===== config.mk =====
export PLATFORM = sky130hd
export DESIGN_NAME = button_gesture_classifier_core
export DESIGN_NICKNAME = d
export VERILOG_FILES = /design/src/rtl/core/bgc_pkg.sv /design/src/rtl/core/bgc_classify.sv /design/src/rtl/core/button_gesture_classifier_core.sv
export SDC_FILE = /design/constraint.sdc
export NUM_CORES = 1
export LEC_CHECK = 0
export ABC_CLOCK_PERIOD_IN_PS = 5800
export BUFFER_PORTS_ARGS = -buffer_cell sky130_fd_sc_hd__buf_2
export CORE_MARGIN = 3
export CORE_UTILIZATION = 60
export DETAILED_ROUTE_END_ITERATION = 10
export HOLD_SLACK_MARGIN = 0.03
export PLACE_DENSITY = 0.77
export SLEW_MARGIN = 20
export SYNTH_ARGS = -nofsm -noshare
export SYNTH_HDL_FRONTEND = slang
export SYNTH_SLANG_ARGS = --single-unit
export TNS_END_PERCENT = 50

===== constraint.sdc =====
create_clock -name clk -period 5.8 [get_ports clk]
set_input_delay 0.58 -clock clk [delete_from_list [all_inputs] [get_ports clk]]
set_output_delay 0.58 -clock clk [all_outputs]
set_load 0.01 [all_outputs]

===== src/rtl/core/bgc_pkg.sv =====
`timescale 1ns / 1ps

package bgc_pkg;

  // Configuration register indexes
  localparam int CFG_IDX_W = 3;
  localparam int CFG_DATA_W = 16;
  localparam logic [CFG_IDX_W-1:0] REG_INITIAL_EDGE = 3'd0;
  localparam logic [CFG_IDX_W-1:0] REG_DEBOUNCE     = 3'd1;
  localparam logic [CFG_IDX_W-1:0] REG_SHORT_MAX    = 3'd2;
  localparam logic [CFG_IDX_W-1:0] REG_LONG_MAX     = 3'd3;
  localparam logic [CFG_IDX_W-1:0] REG_HOLD_MAX     = 3'd4;
  localparam logic [CFG_IDX_W-1:0] REG_MULTI_GAP    = 3'd5;

  localparam int MS_W  = 32;
  localparam int GAP_W = 14;
  localparam int EV_W  = 3;

  // Edge counts at which a gesture can be classified
  localparam int CNT_SINGLE = 2;
  localparam int CNT_DOUBLE = 4;
  localparam int CNT_TRIPLE = 6;

  // Number of stored times the classifier looks at
  localparam int CLS_TIMES = 6;

  typedef logic [MS_W-1:0] ms_t;
  typedef logic [CLS_TIMES-1:0][MS_W-1:0] cls_times_t;

  typedef enum logic [EV_W-1:0] {
    EV_NONE      = 3'd0,
    EV_NOT_READY = 3'd1,
    EV_SHORT     = 3'd2,
    EV_LONG      = 3'd3,
    EV_HOLD      = 3'd4,
    EV_DOUBLE    = 3'd5,
    EV_TRIPLE    = 3'd6,
    EV_INVALID   = 3'd7
  } event_t;

  typedef struct packed {
    logic              initial_edge;
    logic [15:0]       debounce_ms;
    logic [15:0]       short_max_ms;
    logic [15:0]       long_max_ms;
    logic [15:0]       hold_max_ms;
    logic [GAP_W-1:0]  multi_gap_ms;
  } cfg_t;

  typedef struct packed {
    event_t code;
    logic   clr;
  } cls_res_t;

endpackage


===== src/rtl/core/bgc_classify.sv =====
`timescale 1ns / 1ps

module bgc_classify #(
  parameter int CNT_W = 3
) (
  input  logic [CNT_W-1:0]    cnt,
  input  bgc_pkg::cls_times_t times,
  input  bgc_pkg::ms_t        now_ms,
  input  bgc_pkg::cfg_t       cfg,
  output bgc_pkg::cls_res_t   res
);

  localparam int GW = bgc_pkg::GAP_W + 3;

  bgc_pkg::ms_t  since;
  logic [GW-1:0] gap1, gap2, gap3, gap4, gap5;
  logic          ok3, ok5;
  bgc_pkg::ms_t  d;

  assign since = now_ms - times[0];
  assign d     = times[1];

  // Window for the k-th edge offset is k gap units
  assign gap1 = GW'(cfg.multi_gap_ms);
  assign gap2 = GW'(cfg.multi_gap_ms) << 1;
  assign gap3 = GW'(cfg.multi_gap_ms) * GW'(3);
  assign gap4 = GW'(cfg.multi_gap_ms) << 2;
  assign gap5 = GW'(cfg.multi_gap_ms) * GW'(5);

  assign ok3 = (times[1] < bgc_pkg::MS_W'(gap1)) && (times[2] < bgc_pkg::MS_W'(gap2)) &&
               (times[3] < bgc_pkg::MS_W'(gap3));
  assign ok5 = ok3 && (times[4] < bgc_pkg::MS_W'(gap4)) &&
               (times[5] < bgc_pkg::MS_W'(gap5));

  always_comb begin
    res.code = bgc_pkg::EV_NONE;
    res.clr  = 1'b0;
    if (cnt == CNT_W'(bgc_pkg::CNT_SINGLE)) begin
      if (since <= bgc_pkg::MS_W'(cfg.short_max_ms)) begin
        res.code = bgc_pkg::EV_NOT_READY;
      end else begin
        res.clr = 1'b1;
        if (d < bgc_pkg::MS_W'(cfg.short_max_ms)) begin
          res.code = bgc_pkg::EV_SHORT;
        end else if (d < bgc_pkg::MS_W'(cfg.long_max_ms)) begin
          res.code = bgc_pkg::EV_LONG;
        end else if (d < bgc_pkg::MS_W'(cfg.hold_max_ms)) begin
          res.code = bgc_pkg::EV_HOLD;
        end else begin
          res.code = bgc_pkg::EV_INVALID;
        end
      end
    end else if (cnt == CNT_W'(bgc_pkg::CNT_DOUBLE)) begin
      if (since <= bgc_pkg::MS_W'(gap3)) begin
        res.code = bgc_pkg::EV_NOT_READY;
      end else begin
        res.clr  = 1'b1;
        res.code = ok3 ? bgc_pkg::EV_DOUBLE : bgc_pkg::EV_INVALID;
      end
    end else if (cnt == CNT_W'(bgc_pkg::CNT_TRIPLE)) begin
      res.clr  = 1'b1;
      res.code = ok5 ? bgc_pkg::EV_TRIPLE : bgc_pkg::EV_INVALID;
    end
  end

endmodule


===== src/rtl/core/button_gesture_classifier_core.sv =====
`timescale 1ns / 1ps

// Push-button gesture classifier. Each input word is either a timestamped pin edge
// (in_mode 0) or a poll (in_mode 1); a poll always returns one word carrying the
// gesture code, an edge returns nothing. The block takes one word per cycle: a word
// is registered on entry, processed against the gesture state when it leaves the entry
// register, and a poll's result lands in the output register, held there until taken.
// Input stalls only in reset or when a poll in the entry register meets a full output
// register that is itself stalled. The user must write configuration only while idle;
// the block itself does not enforce it.
module button_gesture_classifier_core #(
  parameter int MAX_EDGES = 6
) (
  input  logic                             clk,
  input  logic                             rst_n,
  input  logic                             in_valid,
  output logic                             in_stall,
  input  logic                             in_mode,
  input  logic                             in_edge_rising,
  input  logic [31:0]                      in_now_ms,
  output logic                             out_valid,
  input  logic                             out_stall,
  output logic [2:0]                       out_event_code,
  input  logic                             cfg_we,
  input  logic [bgc_pkg::CFG_IDX_W-1:0]    cfg_index,
  input  logic [bgc_pkg::CFG_DATA_W-1:0]   cfg_wdata
);

  localparam int CNT_W = $clog2(MAX_EDGES + 1);
  localparam int IDX_W = $clog2(MAX_EDGES);

  bgc_pkg::cfg_t       cfg_r;

  logic                stg_valid_r;
  logic                stg_mode_r;
  logic                stg_rising_r;
  bgc_pkg::ms_t        stg_now_r;
  logic                stg_go;
  logic                in_acc;

  logic                out_valid_r, out_valid_nxt;
  logic [2:0]          out_code_r, out_code_nxt;

  logic [CNT_W-1:0]    cnt_r, cnt_nxt;
  bgc_pkg::ms_t        times_r [MAX_EDGES];
  bgc_pkg::ms_t        times_nxt [MAX_EDGES];
  logic                expect_r, expect_nxt;
  bgc_pkg::ms_t        lock_start_r, lock_start_nxt;
  logic                lock_act_r, lock_act_nxt;

  logic                edge_take;
  logic                seq_full;
  bgc_pkg::ms_t        lock_elapsed;
  bgc_pkg::cls_times_t cls_times;
  bgc_pkg::cls_res_t   cls_res;

  // Handshake
  assign stg_go   = stg_valid_r && !(stg_mode_r && out_valid_r && out_stall);
  assign in_stall = !rst_n || (stg_valid_r && !stg_go);
  assign in_acc   = in_valid && !in_stall;

  assign out_valid      = out_valid_r;
  assign out_event_code = out_code_r;

  // Configuration registers
  always_ff @(posedge clk) begin
    if (!rst_n) begin
      cfg_r.initial_edge <= 1'b0;
      cfg_r.debounce_ms  <= 16'd50;
      cfg_r.short_max_ms <= 16'd400;
      cfg_r.long_max_ms  <= 16'd2000;
      cfg_r.hold_max_ms  <= 16'd10000;
      cfg_r.multi_gap_ms <= bgc_pkg::GAP_W'(400);
    end else if (cfg_we) begin
      case (cfg_index)
        bgc_pkg::REG_INITIAL_EDGE: cfg_r.initial_edge <= cfg_wdata[0];
        bgc_pkg::REG_DEBOUNCE:     cfg_r.debounce_ms  <= cfg_wdata;
        bgc_pkg::REG_SHORT_MAX:    cfg_r.short_max_ms <= cfg_wdata;
        bgc_pkg::REG_LONG_MAX:     cfg_r.long_max_ms  <= cfg_wdata;
        bgc_pkg::REG_HOLD_MAX:     cfg_r.hold_max_ms  <= cfg_wdata;
        bgc_pkg::REG_MULTI_GAP:    cfg_r.multi_gap_ms <= cfg_wdata[bgc_pkg::GAP_W-1:0];
        default: ;
      endcase
    end
  end

  // Entry register
  always_ff @(posedge clk) begin
    if (!rst_n) begin
      stg_valid_r <= 1'b0;
    end else if (in_acc) begin
      stg_valid_r <= 1'b1;
    end else if (stg_go) begin
      stg_valid_r <= 1'b0;
    end
  end

  always_ff @(posedge clk) begin
    if (in_acc) begin
      stg_mode_r   <= in_mode;
      stg_rising_r <= in_edge_rising;
      stg_now_r    <= in_now_ms;
    end
  end

  // Classifier sees the first six stored times
  always_comb begin
    for (int k = 0; k < bgc_pkg::CLS_TIMES; k++) begin
      cls_times[k] = times_r[k];
    end
  end

  bgc_classify #(
    .CNT_W (CNT_W)
  ) u_classify (
    .cnt    (cnt_r),
    .times  (cls_times),
    .now_ms (stg_now_r),
    .cfg    (cfg_r),
    .res    (cls_res)
  );

  assign lock_elapsed = stg_now_r - lock_start_r;
  assign seq_full     = (cnt_r >= CNT_W'(MAX_EDGES));
  assign edge_take    = stg_go && !stg_mode_r && (stg_rising_r == expect_r) &&
                        !(lock_act_r && (lock_elapsed < bgc_pkg::MS_W'(cfg_r.debounce_ms)));

  // Gesture state update
  always_comb begin
    cnt_nxt        = cnt_r;
    expect_nxt     = expect_r;
    lock_start_nxt = lock_start_r;
    lock_act_nxt   = lock_act_r;
    for (int i = 0; i < MAX_EDGES; i++) begin
      times_nxt[i] = times_r[i];
    end
    if (edge_take) begin
      expect_nxt     = !expect_r;
      lock_start_nxt = stg_now_r;
      lock_act_nxt   = 1'b1;
      if (seq_full) begin
        // A full sequence restarts with this word as its first edge.
        for (int i = 0; i < MAX_EDGES; i++) begin
          times_nxt[i] = '0;
        end
        times_nxt[0] = stg_now_r;
        cnt_nxt      = CNT_W'(1);
        expect_nxt   = !cfg_r.initial_edge;
      end else begin
        for (int i = 0; i < MAX_EDGES; i++) begin
          if (cnt_r[IDX_W-1:0] == IDX_W'(i)) begin
            times_nxt[i] = (i == 0) ? stg_now_r : (stg_now_r - times_r[0]);
          end
        end
        cnt_nxt = cnt_r + CNT_W'(1);
      end
    end else if (stg_go && stg_mode_r && cls_res.clr) begin
      cnt_nxt    = '0;
      expect_nxt = cfg_r.initial_edge;
      for (int i = 0; i < MAX_EDGES; i++) begin
        times_nxt[i] = '0;
      end
    end
  end

  always_ff @(posedge clk) begin
    if (!rst_n) begin
      cnt_r        <= '0;
      expect_r     <= 1'b0;
      lock_start_r <= '0;
      lock_act_r   <= 1'b0;
      for (int i = 0; i < MAX_EDGES; i++) begin
        times_r[i] <= '0;
      end
    end else begin
      cnt_r        <= cnt_nxt;
      expect_r     <= expect_nxt;
      lock_start_r <= lock_start_nxt;
      lock_act_r   <= lock_act_nxt;
      for (int i = 0; i < MAX_EDGES; i++) begin
        times_r[i] <= times_nxt[i];
      end
    end
  end

  // Output register
  always_comb begin
    out_valid_nxt = out_valid_r;
    out_code_nxt  = out_code_r;
    if (stg_go && stg_mode_r) begin
      out_valid_nxt = 1'b1;
      out_code_nxt  = cls_res.code;
    end else if (!out_stall) begin
      out_valid_nxt = 1'b0;
    end
  end

  always_ff @(posedge clk) begin
    if (!rst_n) begin
      out_valid_r <= 1'b0;
    end else begin
      out_valid_r <= out_valid_nxt;
    end
  end

  always_ff @(posedge clk) begin
    out_code_r <= out_code_nxt;
  end

endmodule


# Word level (Yosys, flattened, before mapping)
# Memories as Yosys holds them, arrays and structs flattened.
# Index checks and enable logic that the tools add are counted.
# totals
register_bits	155
mem_bits_rw	192
out_inout_bits	5
memories	1
# op_classes
n_addsub	3
multipliers	2
order_cmp	12
n_eq_ne	13
n_mux	39
bitwise	6
n_reduce_logical	34
# mem_list
memory	depth	width	rd	rd_ports_with_merged_regs	wr	line	source
times_r	6	32	6	0	6	button_gesture_classifier_core.sv:45	bgc_pkg::ms_t times_r [MAX_EDGES];
# op_table
operator	n
2-to-1 mux 192 bit	3
2-to-1 mux 32 bit	12
less-than comparator 32 x 16 -> 1 bit	6
less-or-equal comparator 32 x 16 -> 1 bit	2
subtractor 32 bit	2
less-than comparator 32 x 14 -> 1 bit	1
less-than comparator 32 x 15 -> 1 bit	1
less-than comparator 32 x 17 -> 1 bit	1
2-to-1 mux 3 bit	7
multiplier 14 x 3 -> 17 bit (second input constant)	1
multiplier 14 x 2 -> 16 bit (second input constant)	1
== test 3 bit (second input constant)	5
logical AND 1 bit	15
== test 3 x 2 -> 1 bit (second input constant)	4
2-to-1 mux 1 bit	12
2-to-1 mux 4 bit	3
AND reduction 2 bit	6
logical NOT 1 bit	8
== test 3 x 1 -> 1 bit (second input constant)	2
logical NOT 3 bit	2
bitwise OR 1 bit	6
2-to-1 mux 2 bit	2
nonzero test 2 bit	2
adder 3 x 1 -> 3 bit (second input constant)	1
4 further kinds	4

# Depth between registers and ports, before layout
# Gate-level depths: netlist of the first run.
# An unclocked memory read counts as a cell.
# depth
depth_word	14
depth_mapped	26

# Modules after synthesis
# Synthesis of the first run repeated with hierarchy kept, for this count alone.
# hier_totals
cells_unflattened	3229
area_unflattened_um2	25502.0
# modules_own_cells
mod	n_inst	cells_per_inst	area_per_inst_um2	seq_area_each_um2
button_gesture_classifier_core	1	2303	18607.8	7317.0
bgc_classify	1	926	6894.1	0.0

# Worst setup path before layout of the first run
# OpenSTA, ideal clock, no wires.
# synth_path
path_type	flip-flop to flip-flop
from	reg cfg_r[0] (netlist name)
to	mem times_r[0][101] (netlist name)
setup_ns	0.079
arrival_ns	5.080
t_required_ns	5.721
slack_ns	0.641
path_stages_with_launch	26
path_buffers	3
path_cell_list	dfxtp_1 ha_1 fa_1 a21o_1 a21oi_1 o21bai_1 a21oi_1 o21bai_1 a21oi_1 nor2b_1 o21a_1 o41a_1 xor2_1 ha_1 and3_1 a221o_1 a21oi_1 nand3_1 o2111ai_1 a32oi_1 o31a_1 buf_6 or2_1 buf_6 buf_6 o221ai_2
# synth_rtl
element	line	source
start: declaration	button_gesture_classifier_core.sv:32	bgc_pkg::cfg_t cfg_r;
end: declaration	button_gesture_classifier_core.sv:45	

==> results.sh, run 1 <==
export IMPL_endpoint="times_r[0][47]"
export IMPL_antenna_found_initial=0
export IMPL_r2r_end="times_r[0][47]"
export IMPL_first_global_vias=17700
export IMPL_grt_max_degree=62
export IMPL_cellLeakagePower_nw=9.48
export IMPL_numClockSinks=344
export IMPL_clock_skew_ps=23.7
export IMPL_dp_cells=2803
export IMPL_drv_slew=0
export IMPL_diodes=0
export IMPL_die_area_mm2=0.0370
export IMPL_drc=0
export IMPL_synthArstFlopShare_pct=0
export IMPL_relSlewSlack_pct=23.9
export IMPL_io_buffers=62
export IMPL_start_kind="register"
export IMPL_cts_max_level=2
export IMPL_cap_violations=0
export IMPL_coreArea_mm2=0.0339
export IMPL_powerDensity_mw_per_mm2=257
export IMPL_vias_per_cell=6.39
export IMPL_ys_seq_area_share_pct=34.8
export IMPL_crit_arrival_ps=6000
export IMPL_cts_buffers=39
export IMPL_die_h_um=192
export IMPL_r2r_start="stg_now_r[0]"
export IMPL_yosys_warnings=0
export IMPL_synth_nets=2688
export IMPL_mappedNetlistArea_mm2=0.0208
export IMPL_cts_root_buf="clkbuf_16"
export IMPL_dieWidth_um=192
export IMPL_pre_cts_slack_ps=-36.6
export IMPL_drive_gt1_share_pct=9.30
export IMPL_peakVddDrop_mv=0.265
export IMPL_period_needed_ps=5560
export IMPL_synth_cells=2361
export IMPL_drt_wl_total_mm=60.1
export IMPL_clk_latency_ps=560
export IMPL_required_ps=6240
export IMPL_initialDrtViolationCount=1395
export IMPL_clkTransAtPathRegs_ps=60
export IMPL_timing_final_crit_share_pct=95.9
export IMPL_critPathBufInv=4
export IMPL_worstHoldPathType="input pin to register"
export IMPL_hold_viol_final=0
export IMPL_startpoint="stg_now_r[0]"
export IMPL_boundaryPins=63
export IMPL_syn_area_per_cell_um2=8.83
export IMPL_status="finished, final reports clean"
export IMPL_track_usage_pct=32.3
export IMPL_reg2regPathDepth=22
export IMPL_setup_worst_path_end_class="register"
export IMPL_fill_cells=2728
export IMPL_layout_setup_ws_ps=238
export IMPL_worst_pin_slew_ps=1140
export IMPL_timing_fmax_mhz=180
export IMPL_start_util_pct=61.6
export IMPL_dpl_hpwl_mm=44.1
export IMPL_ys_flop_type="dfxtp_1"
export IMPL_critPathSlowestCell="a311o_1"
export IMPL_vias=18400
export IMPL_syn_to_final_growth_pct=10.8
export IMPL_synth_edff_count=37
export IMPL_cp_top_family="compound AO/OA/AOI/OAI gates"
export IMPL_synth_distinct_cells=85
export IMPL_critical_path_cell_count=22
export IMPL_setup_tns_ps=0
export IMPL_grt_pass1_wl_mm=94.6
export IMPL_clock_path_buffers=3
export IMPL_finalSetupViolCount=0
export IMPL_final_cells=2879
export IMPL_hold_depth=1
export IMPL_critPathMaxFanout=32
export IMPL_reg2reg_slack_ps=240
export IMPL_final_core_util_pct=68.2
export IMPL_row_count=67
export IMPL_critPathMaxStageDelay_ps=440
export IMPL_grt_overflow=0
export IMPL_first_pass_iters=5
export IMPL_detail_route_antenna_nets=0
export IMPL_cts_tree="yes"
export IMPL_worstSetupPathType="register to register"
export IMPL_ys_ff_latch=344
export IMPL_nets=2727
export IMPL_gp_congestion=0.964
export IMPL_path_cells="inv_1, ha_1, inv_1, fa_1, a21o_1, a311o_1, a211oi_4, nor2_1, xor2_1, ha_1, nor2b_1, o21ai_1, o221ai_1, nor4b_1, o211ai_1, nor4_1, and4_1, nor2_4, buf_4, and3_1, buf_4, a22o_1"
export IMPL_wl_per_cell_um=20.9
-- synthesized netlist by cell type (all sizes together), types with 10 or more instances --
| library cell | count | area share, % |
|---|---|---|
| o21ai | 85 | 2.0 |
| o21a | 16 | 0.58 |
| nand2b | 24 | 0.72 |
| o211ai | 37 | 1.4 |
| nor3 | 40 | 0.96 |
| a22o | 110 | 4.6 |
| and3 | 12 | 0.36 |
| a32o | 64 | 3.1 |
| o31ai | 10 | 0.62 |
| edfxtp | 37 | 5.3 |
| nand2 | 300 | 5.4 |
| nor2b | 23 | 0.69 |
| ha | 265 | 16 |
| xnor2 | 41 | 1.7 |
| a21oi | 220 | 5.3 |
| a21o | 64 | 2.3 |
| dfxtp | 307 | 29 |
| nor2 | 75 | 1.4 |
| clkbuf | 76 | 1.4 |
| a211oi | 21 | 0.78 |
| nor4 | 26 | 0.78 |
| buf | 35 | 1.0 |
| a31oi | 10 | 0.30 |
| xor2 | 30 | 1.3 |
| nand3 | 42 | 1.0 |
| o221ai | 17 | 1.0 |
| nand4 | 51 | 1.5 |
| inv | 194 | 3.5 |
-- final cells by class --
cell class / count / area (um2) / share of cell area [%]
sequential: 344 / 7260 / 31.4
tap: 448 / 561 / 2.43
inverter: 194 / 731 / 3.16
multi-input combinational: 1712 / 12500 / 53.9
clock buffer: 48 / 1090 / 4.73
clock inverter: 24 / 278 / 1.20
timing repair buffer: 109 / 727 / 3.15
-- sequential cells by signal, indices dropped and copies added (netlist names) --
signal,flops
stg_rising_r,1
times_r,189
out_event_code,3
out_valid,1
stg_now_r,32
cfg_r,79
expect_r,1
cnt_r,3
stg_valid_r,1
stg_mode_r,1
lock_start_r,32
lock_act_r,1
-- power breakdown --
group	total (mW)	leakage (nW)	internal, mW	switching [mW]
Clock	2.62	0.659	1.58	1.04
Combinational	0.849	5.99	0.297	0.552
Sequential	2.48	2.83	2.44	0.0341
-- metal layers --
metal | global-route usage [%] | vias up | wire (um)
li1 | - | 8748 | -
met4 | 14.1 | 0 | 2710
met2 | 51.9 | 742 | 27100
met3 | 4.50 | 151 | 4460
met5 | 0 | - | 0
met1 | 43.6 | 8756 | 25800
-- placed cells by master (no fill, tap or decap), types with 16 or more instances in the layout --
| cell | Yosys | layout |
|---|---|---|
| dfxtp_1 | 307 | 307 |
| nand2_1 | 300 | 299 |
| ha_1 | 265 | 265 |
| a21oi_1 | 217 | 213 |
| inv_1 | 193 | 193 |
| a22o_1 | 110 | 110 |
| o21ai_0 | 75 | 74 |
| nor2_1 | 74 | 71 |
| a21o_1 | 64 | 64 |
| a32o_1 | 64 | 64 |
| buf_2 | 24 | 62 |
| nand4_1 | 51 | 51 |
| nand3_1 | 42 | 42 |
| clkbuf_16 | 0 | 42 |
| xnor2_1 | 41 | 41 |
| buf_4 | 5 | 38 |
| edfxtp_1 | 37 | 37 |
| o211ai_1 | 36 | 36 |
| nor3_1 | 40 | 35 |
| xor2_1 | 30 | 30 |
| nor4_1 | 26 | 25 |
| nand2b_1 | 24 | 24 |
| nor2b_1 | 23 | 23 |
| a211oi_1 | 20 | 19 |
| o21a_1 | 16 | 16 |
-- metrics by stage --
step                instance area (um2)  power, mW  hold WS (ps)
finish                            23100       5.95           193
global route                      23100       6.15           176
CTS                               23000       5.94           169
detailed placement                21600       3.34           447
global placement                  21600       3.32           442
floorplan                         20800       3.06           434
-- repair_timing --
item,in CTS,in global routing
gates resized for setup,2,18
buffers inserted,0,3
gates cloned,0,1
hold buffers,0,0
setup endpoints to repair,31,224
pin swaps,0,3
-- worst reg2reg max path, delay by kind of cell (launching register included) --
family | cells | cell delay [ps]
AND/OR/NAND/NOR | 7 | 1450
buffers and inverters | 4 | 700
adder cells (fa/ha/maj) | 3 | 900
XOR/XNOR | 1 | 150
AO/OA/AOI/OAI | 7 | 1850
flip-flops | 1 | 370
-- cell families after synthesis --
| group | count (synthesis) | synth area share [%] |
|---|---|---|
| xor+xnor | 71 | 2.98 |
| fa+ha+maj | 269 | 16.3 |
| buf+inv | 305 | 5.91 |
| compound gates | 725 | 25.2 |
| flops | 344 | 34.8 |
| mux | 10 | 0.486 |
| simple gates | 637 | 14.3 |
-- how the worst min path moves through the flow --
stage | start | endpoint
6_report | in_now_ms[9] | stg_now_r[9]
5_1_grt | in_now_ms[5] | stg_now_r[5]
4_1_cts | in_now_ms[9] | stg_now_r[9]
3_5_place_dp | cfg_r[51] | cfg_r[51]
3_3_place_gp | cfg_r[33] | cfg_r[33]
2_1_floorplan | cfg_r[62] | cfg_r[62]
Note: power is estimated with default switching activity, not from simulation.
==> run 2: changes to the inputs <==
==> constraint.sdc (replaced) <==
create_clock -name clk -period 5.8 [get_ports clk]
set_input_delay 0 -clock clk [delete_from_list [all_inputs] [get_ports clk]]
set_output_delay 0 -clock clk [all_outputs]
set_load 0.01 [all_outputs]
==> run 2 against run 1 <==
Against the previous run:
- register-to-register slack better by 30 ps
- cell area is 2.7% higher
- sequential share of layout area is 0.83 points lower
- die area stayed put
- critical path type unchanged
- largest power group unchanged
- highest routed layer unchanged
==> results.sh, run 2 (same netlist as run 1, synthesis figures left out) <==
export IMPL_status="finished, final reports clean"
export IMPL_row_count=67
export IMPL_worst_pin_slew_ps=1060
export IMPL_track_usage_pct=33.7
export IMPL_drt_wl_total_mm=62.1
export IMPL_timing_fmax_mhz=181
export IMPL_start_kind="register"
export IMPL_clock_skew_ps=23.8
export IMPL_top_regs="times_r: 189 flops, cfg_r: 79 flops"
export IMPL_grt_max_degree=63
export IMPL_syn_to_final_growth_pct=13.8
export IMPL_first_pass_iters=6
export IMPL_cp_common_cell="a21oi_2"
export IMPL_intPower_mw=4.29
export IMPL_fill_cells=2626
export IMPL_final_cell_area_mm2=0.0237
export IMPL_critPathMaxStageDelay_ps=470
export IMPL_cp_top_family="compound AO/OA/AOI/OAI gates"
export IMPL_cts_max_level=2
export IMPL_gp_congestion=0.948
export IMPL_drive_gt1_share_pct=9.14
export IMPL_setup_tns_ps=0
export IMPL_layout_setup_ws_ps=269
export IMPL_drv_slew=0
export IMPL_setup_worst_path_end_class="register"
export IMPL_worstHoldPathType="input pin to register"
export IMPL_whs_ps=124
export IMPL_numClockSinks=344
export IMPL_p_comb_share_pct=15.1
export IMPL_p_clk_share_pct=43.1
export IMPL_rsz0062_at_grt="false"
export IMPL_crit_arrival_ps=6040
export IMPL_grt_overflow=0
export IMPL_clock_path_buffers=3
export IMPL_first_global_vias=18800
export IMPL_dp_cells=2804
export IMPL_io_buffers=62
export IMPL_final_cells=2943
export IMPL_required_ps=6310
export IMPL_cellLeakagePower_nw=9.75
export IMPL_p_switching_mw=1.63
export IMPL_start_util_pct=61.6
export IMPL_detail_route_antenna_nets=0
export IMPL_final_cell_mix="dfxtp_1 (306), nand2_1 (299), ha_1 (265)"
export IMPL_die_area_mm2=0.0370
export IMPL_swShare_pct=27.6
export IMPL_critPathBufInv=3
export IMPL_final_common_cell="dfxtp_1"
export IMPL_coreArea_mm2=0.0339
export IMPL_final_core_util_pct=70.1
export IMPL_drc=0
export IMPL_cts_tree="yes"
export IMPL_cap_violations=0
export IMPL_wl_per_cell_um=21.1
export IMPL_nets=2791
export IMPL_antenna_found_initial=0
export IMPL_initialDrtViolationCount=1492
export IMPL_cts_root_buf="clkbuf_16"
export IMPL_vias=19000
export IMPL_clkTransAtPathRegs_ps=60
export IMPL_powerDensity_mw_per_mm2=249
export IMPL_diodes=0
export IMPL_boundaryPins=63
export IMPL_pre_cts_slack_ps=-82.3
export IMPL_peakVddDrop_mv=0.224
export IMPL_dieWidth_um=192
export IMPL_totalPowerFinal_mw=5.92
export IMPL_relSlewSlack_pct=29.1
export IMPL_die_h_um=192
export IMPL_clk_latency_ps=580
export IMPL_critPathSlowestCell="or3b_2"
export IMPL_cts_buffers=39
export IMPL_largest_reg_flops=189
export IMPL_worstSetupPathType="register to register"
export IMPL_grt_pass1_wl_mm=98.6
export IMPL_dpl_cell_area_mm2=0.0216
export IMPL_p_seq_share_pct=41.8
export IMPL_finalSetupViolCount=0
export IMPL_timing_final_crit_share_pct=95.4
export IMPL_top_register="times_r"
export IMPL_hold_viol_final=0
export IMPL_vias_per_cell=6.46
export IMPL_critPathMaxFanout=15
export IMPL_dpl_hpwl_mm=44.7
export IMPL_period_needed_ps=5530
==> run 2: changes by cell type in the layout (fill, tap and decap cells not counted), moves of 3 or more <==
cell / change
buf_6: -3
clkbuf_8: +5
buf_4: +4
clkinvlp_4: -4
clkbuf_1: +5
bufinv_16: -3
dlygate4sd3_1: +59
buf_12: +3
==> run 2: what timing repair did <==
action,CTS,global route
pin swaps,0,4
gates cloned,0,2
setup buffers,0,5
endpoints found under the setup margin,31,225
resized for setup,2,15
hold endpoints to repair,118,0
hold buffers,59,0
==> run 2: worst min-delay path, delay by kind of cell <==
| kind | cells | cell delay (ps) |
|---|---|---|
| AO/OA/AOI/OAI | 1 | 180 |
| buffers and inverters | 2 | 420 |
==> run 2: worst paths after layout <==
check             from        endpoint  slack, ps  cells after the start
min              rst_n       cfg_r[22]        120                      3
min reg2reg  cfg_r[72]       cfg_r[72]        450                      2
max           cfg_r[1]  times_r[0][84]        270                     26
max reg2reg   cfg_r[1]  times_r[0][84]        270                     26
==> run 2: final cells by class <==
type,count,area [um2],share of cell area (%)
clock buffer,58,1180,4.98
timing repair buffer,173,1410,5.94
sequential,344,7260,30.6
clock inverter,14,151,0.638
tap,448,561,2.36
multi-input combinational,1712,12400,52.4
inverter,194,731,3.08
==> run 2: per-layer routing <==
layer  routed length [um]  GRT usage, %  part of all wire (%)
met3                 5050          5.61                   8.1
met5                    0             0                     0
met4                 3360          17.5                   5.4
met1                25400          42.8                    41
met2                28200          55.1                    45
==> run 2: power groups by stage <==
stage               clock network (mW)  registers, mW  logic [mW]
floorplan                            0           2.51       0.546
global placement                     0           2.53       0.796
detailed placement                   0           2.53       0.819
CTS                               2.56           2.48       0.855
global route                      2.68           2.48       0.975
finish                            2.55           2.48       0.893
==> run 3: changes to the inputs <==
Settings changed: PLACE_DENSITY 0.77 to default, PLACE_DENSITY_LB_ADDON from default to 0.3.
==> run 3 against run 2 <==
Against the previous run:
- fmax fell by 1.7%
- first-iteration DRC count grew 31%
- clock power grew 6%
- cell area barely moved
- clock-buffer cell count shrank 8
- die area is the same
- critical path type unchanged
==> results.sh, run 3 (same netlist as run 1, synthesis figures left out) <==
export IMPL_drive_gt1_share_pct=9.13
export IMPL_cellLeakagePower_nw=9.74
export IMPL_cts_max_level=2
export IMPL_diodes=0
export IMPL_largest_reg_flops=189
export IMPL_wl_per_cell_um=21.7
export IMPL_vias=19100
export IMPL_dpl_cell_area_mm2=0.0216
export IMPL_start_kind="register"
export IMPL_setup_worst_path_end_class="register"
export IMPL_nets=2784
export IMPL_drc=0
export IMPL_io_buffers=62
export IMPL_multi_input_area_mm2=0.0125
export IMPL_antenna_found_initial=1
export IMPL_dpl_hpwl_mm=44.6
export IMPL_pre_cts_slack_ps=-181
export IMPL_clk_latency_ps=560
export IMPL_cts_buffers=39
export IMPL_dieWidth_um=192
export IMPL_top_register="times_r"
export IMPL_totalPowerFinal_mw=6.07
export IMPL_crit_arrival_ps=6130
export IMPL_setup_tns_ps=0
export IMPL_worst_pin_slew_ps=1060
export IMPL_grt_pass1_wl_mm=99.3
export IMPL_row_count=67
export IMPL_track_usage_pct=33.8
export IMPL_detail_route_antenna_nets=0
export IMPL_grt_overflow=0
export IMPL_gp_congestion=0.979
export IMPL_timing_fmax_mhz=178
export IMPL_syn_to_final_growth_pct=13.9
export IMPL_clock_path_buffers=3
export IMPL_worstHoldPathType="input pin to register"
export IMPL_timing_final_crit_share_pct=97.0
export IMPL_final_common_cell="dfxtp_1"
export IMPL_whs_ps=69.8
export IMPL_final_cell_area_mm2=0.0237
export IMPL_first_global_vias=18600
export IMPL_fill_cells=2662
export IMPL_peakVddDrop_mv=0.260
export IMPL_start_util_pct=61.6
export IMPL_drv_slew=0
export IMPL_required_ps=6300
export IMPL_clkTransAtPathRegs_ps=60
export IMPL_critPathMaxFanout=16
export IMPL_cts_root_buf="clkbuf_16"
export IMPL_coreArea_mm2=0.0339
export IMPL_vias_per_cell=6.51
export IMPL_cts_tree="yes"
export IMPL_relSlewSlack_pct=29.4
export IMPL_numClockSinks=344
export IMPL_die_h_um=192
export IMPL_boundaryPins=63
export IMPL_ff_latch_area_mm2=0.00726
export IMPL_cts_setup_buffers=0
export IMPL_die_area_mm2=0.0370
export IMPL_layout_setup_ws_ps=172
export IMPL_final_cell_mix="dfxtp_1 (306), nand2_1 (299), ha_1 (264)"
export IMPL_top_regs="times_r: 189 flops, cfg_r: 79 flops"
export IMPL_worstSetupPathType="register to register"
export IMPL_initialDrtViolationCount=1951
export IMPL_grt_max_degree=67
export IMPL_clock_skew_ps=31.4
export IMPL_drt_wl_total_mm=63.8
export IMPL_period_needed_ps=5630
export IMPL_first_pass_iters=5
export IMPL_hold_viol_final=0
export IMPL_powerDensity_mw_per_mm2=256
export IMPL_status="finished, final reports clean"
export IMPL_cap_violations=0
export IMPL_finalSetupViolCount=0
-- run 3: cell types whose count changed in the layout (fill, tap and decap cells not counted), sizes merged --
| cell | before | now |
|---|---|---|
| dlygate4sd3 | 59 | 58 |
| inv | 197 | 198 |
| buf | 112 | 107 |
| clkbuf | 60 | 51 |
| clkinv | 7 | 9 |
| clkinvlp | 2 | 1 |
| bufinv | 2 | 7 |
-- run 3: metal layers --
layer | global-route usage, % | part of all wire, % | vias up | routed length [um]
met3 | 4.70 | 8.1 | 224 | 5180
met4 | 15.3 | 5.0 | 2 | 3210
met1 | 43.7 | 40 | 9078 | 25700
li1 | - | - | 8869 | -
met5 | 0 | 0.027 | - | 17
met2 | 56.1 | 46 | 938 | 29700
-- run 3: stage by stage --
stage               cells  util [%]
floorplan            2361         -
global placement     2805      63.8
detailed placement   2805      63.8
CTS                  2934      69.7
global route         2935      70.1
finish               2935      70.1
-- run 3: path summary, 6_finish.rpt --
path / startpoint / end / slack (ps) / depth (start not counted)
hold / removal: cfg_index[1] / cfg_r[49] / 70 / 5
hold reg to reg: cfg_r[45] / cfg_r[45] / 450 / 2
setup / recovery: cfg_r[1] / times_r[0][44] / 170 / 24
setup reg to reg: cfg_r[1] / times_r[0][44] / 170 / 24
-- run 3: worst max-delay path: stages, from the launching register on --
cell	delay (ps)
dfxtp_2	360
ha_2	210
fa_1	400
a21o_1	190
a21oi_2	190
o21bai_1	100
a21oi_2	180
o21bai_1	110
a21oi_2	230
nor2b_1	70
o21a_1	190
o41a_1	360
xor2_2	180
ha_1	310
and3_1	230
a221o_1	370
a21oi_2	200
nand3_1	90
o2111ai_1	230
a32oi_1	150
o31a_1	300
buf_4	200
o31ai_4	340
clkbuf_16	250
a22o_1	130
-- run 3: final cells by class --
type,instances,area share (%)
Tap cell,448,2.36
Multi-Input combinational cell,1712,52.5
Inverter,194,3.08
Clock buffer,50,4.54
Timing Repair Buffer,166,5.54
Clock inverter,21,1.36
Sequential cell,344,30.6
-- run 3: timing repair --
item                                    CTS  global route
endpoints found under the setup margin  192           225
cloned                                    0             1
hold buffers                             58             0
pin swaps                                 0             1
gates resized for setup                   4            24
hold endpoints to repair                118             0
-- run 3: power by group --
part	internal (mW)	switching, mW
Combinational	0.323	0.567
Sequential	2.44	0.0342
Clock	1.64	1.07
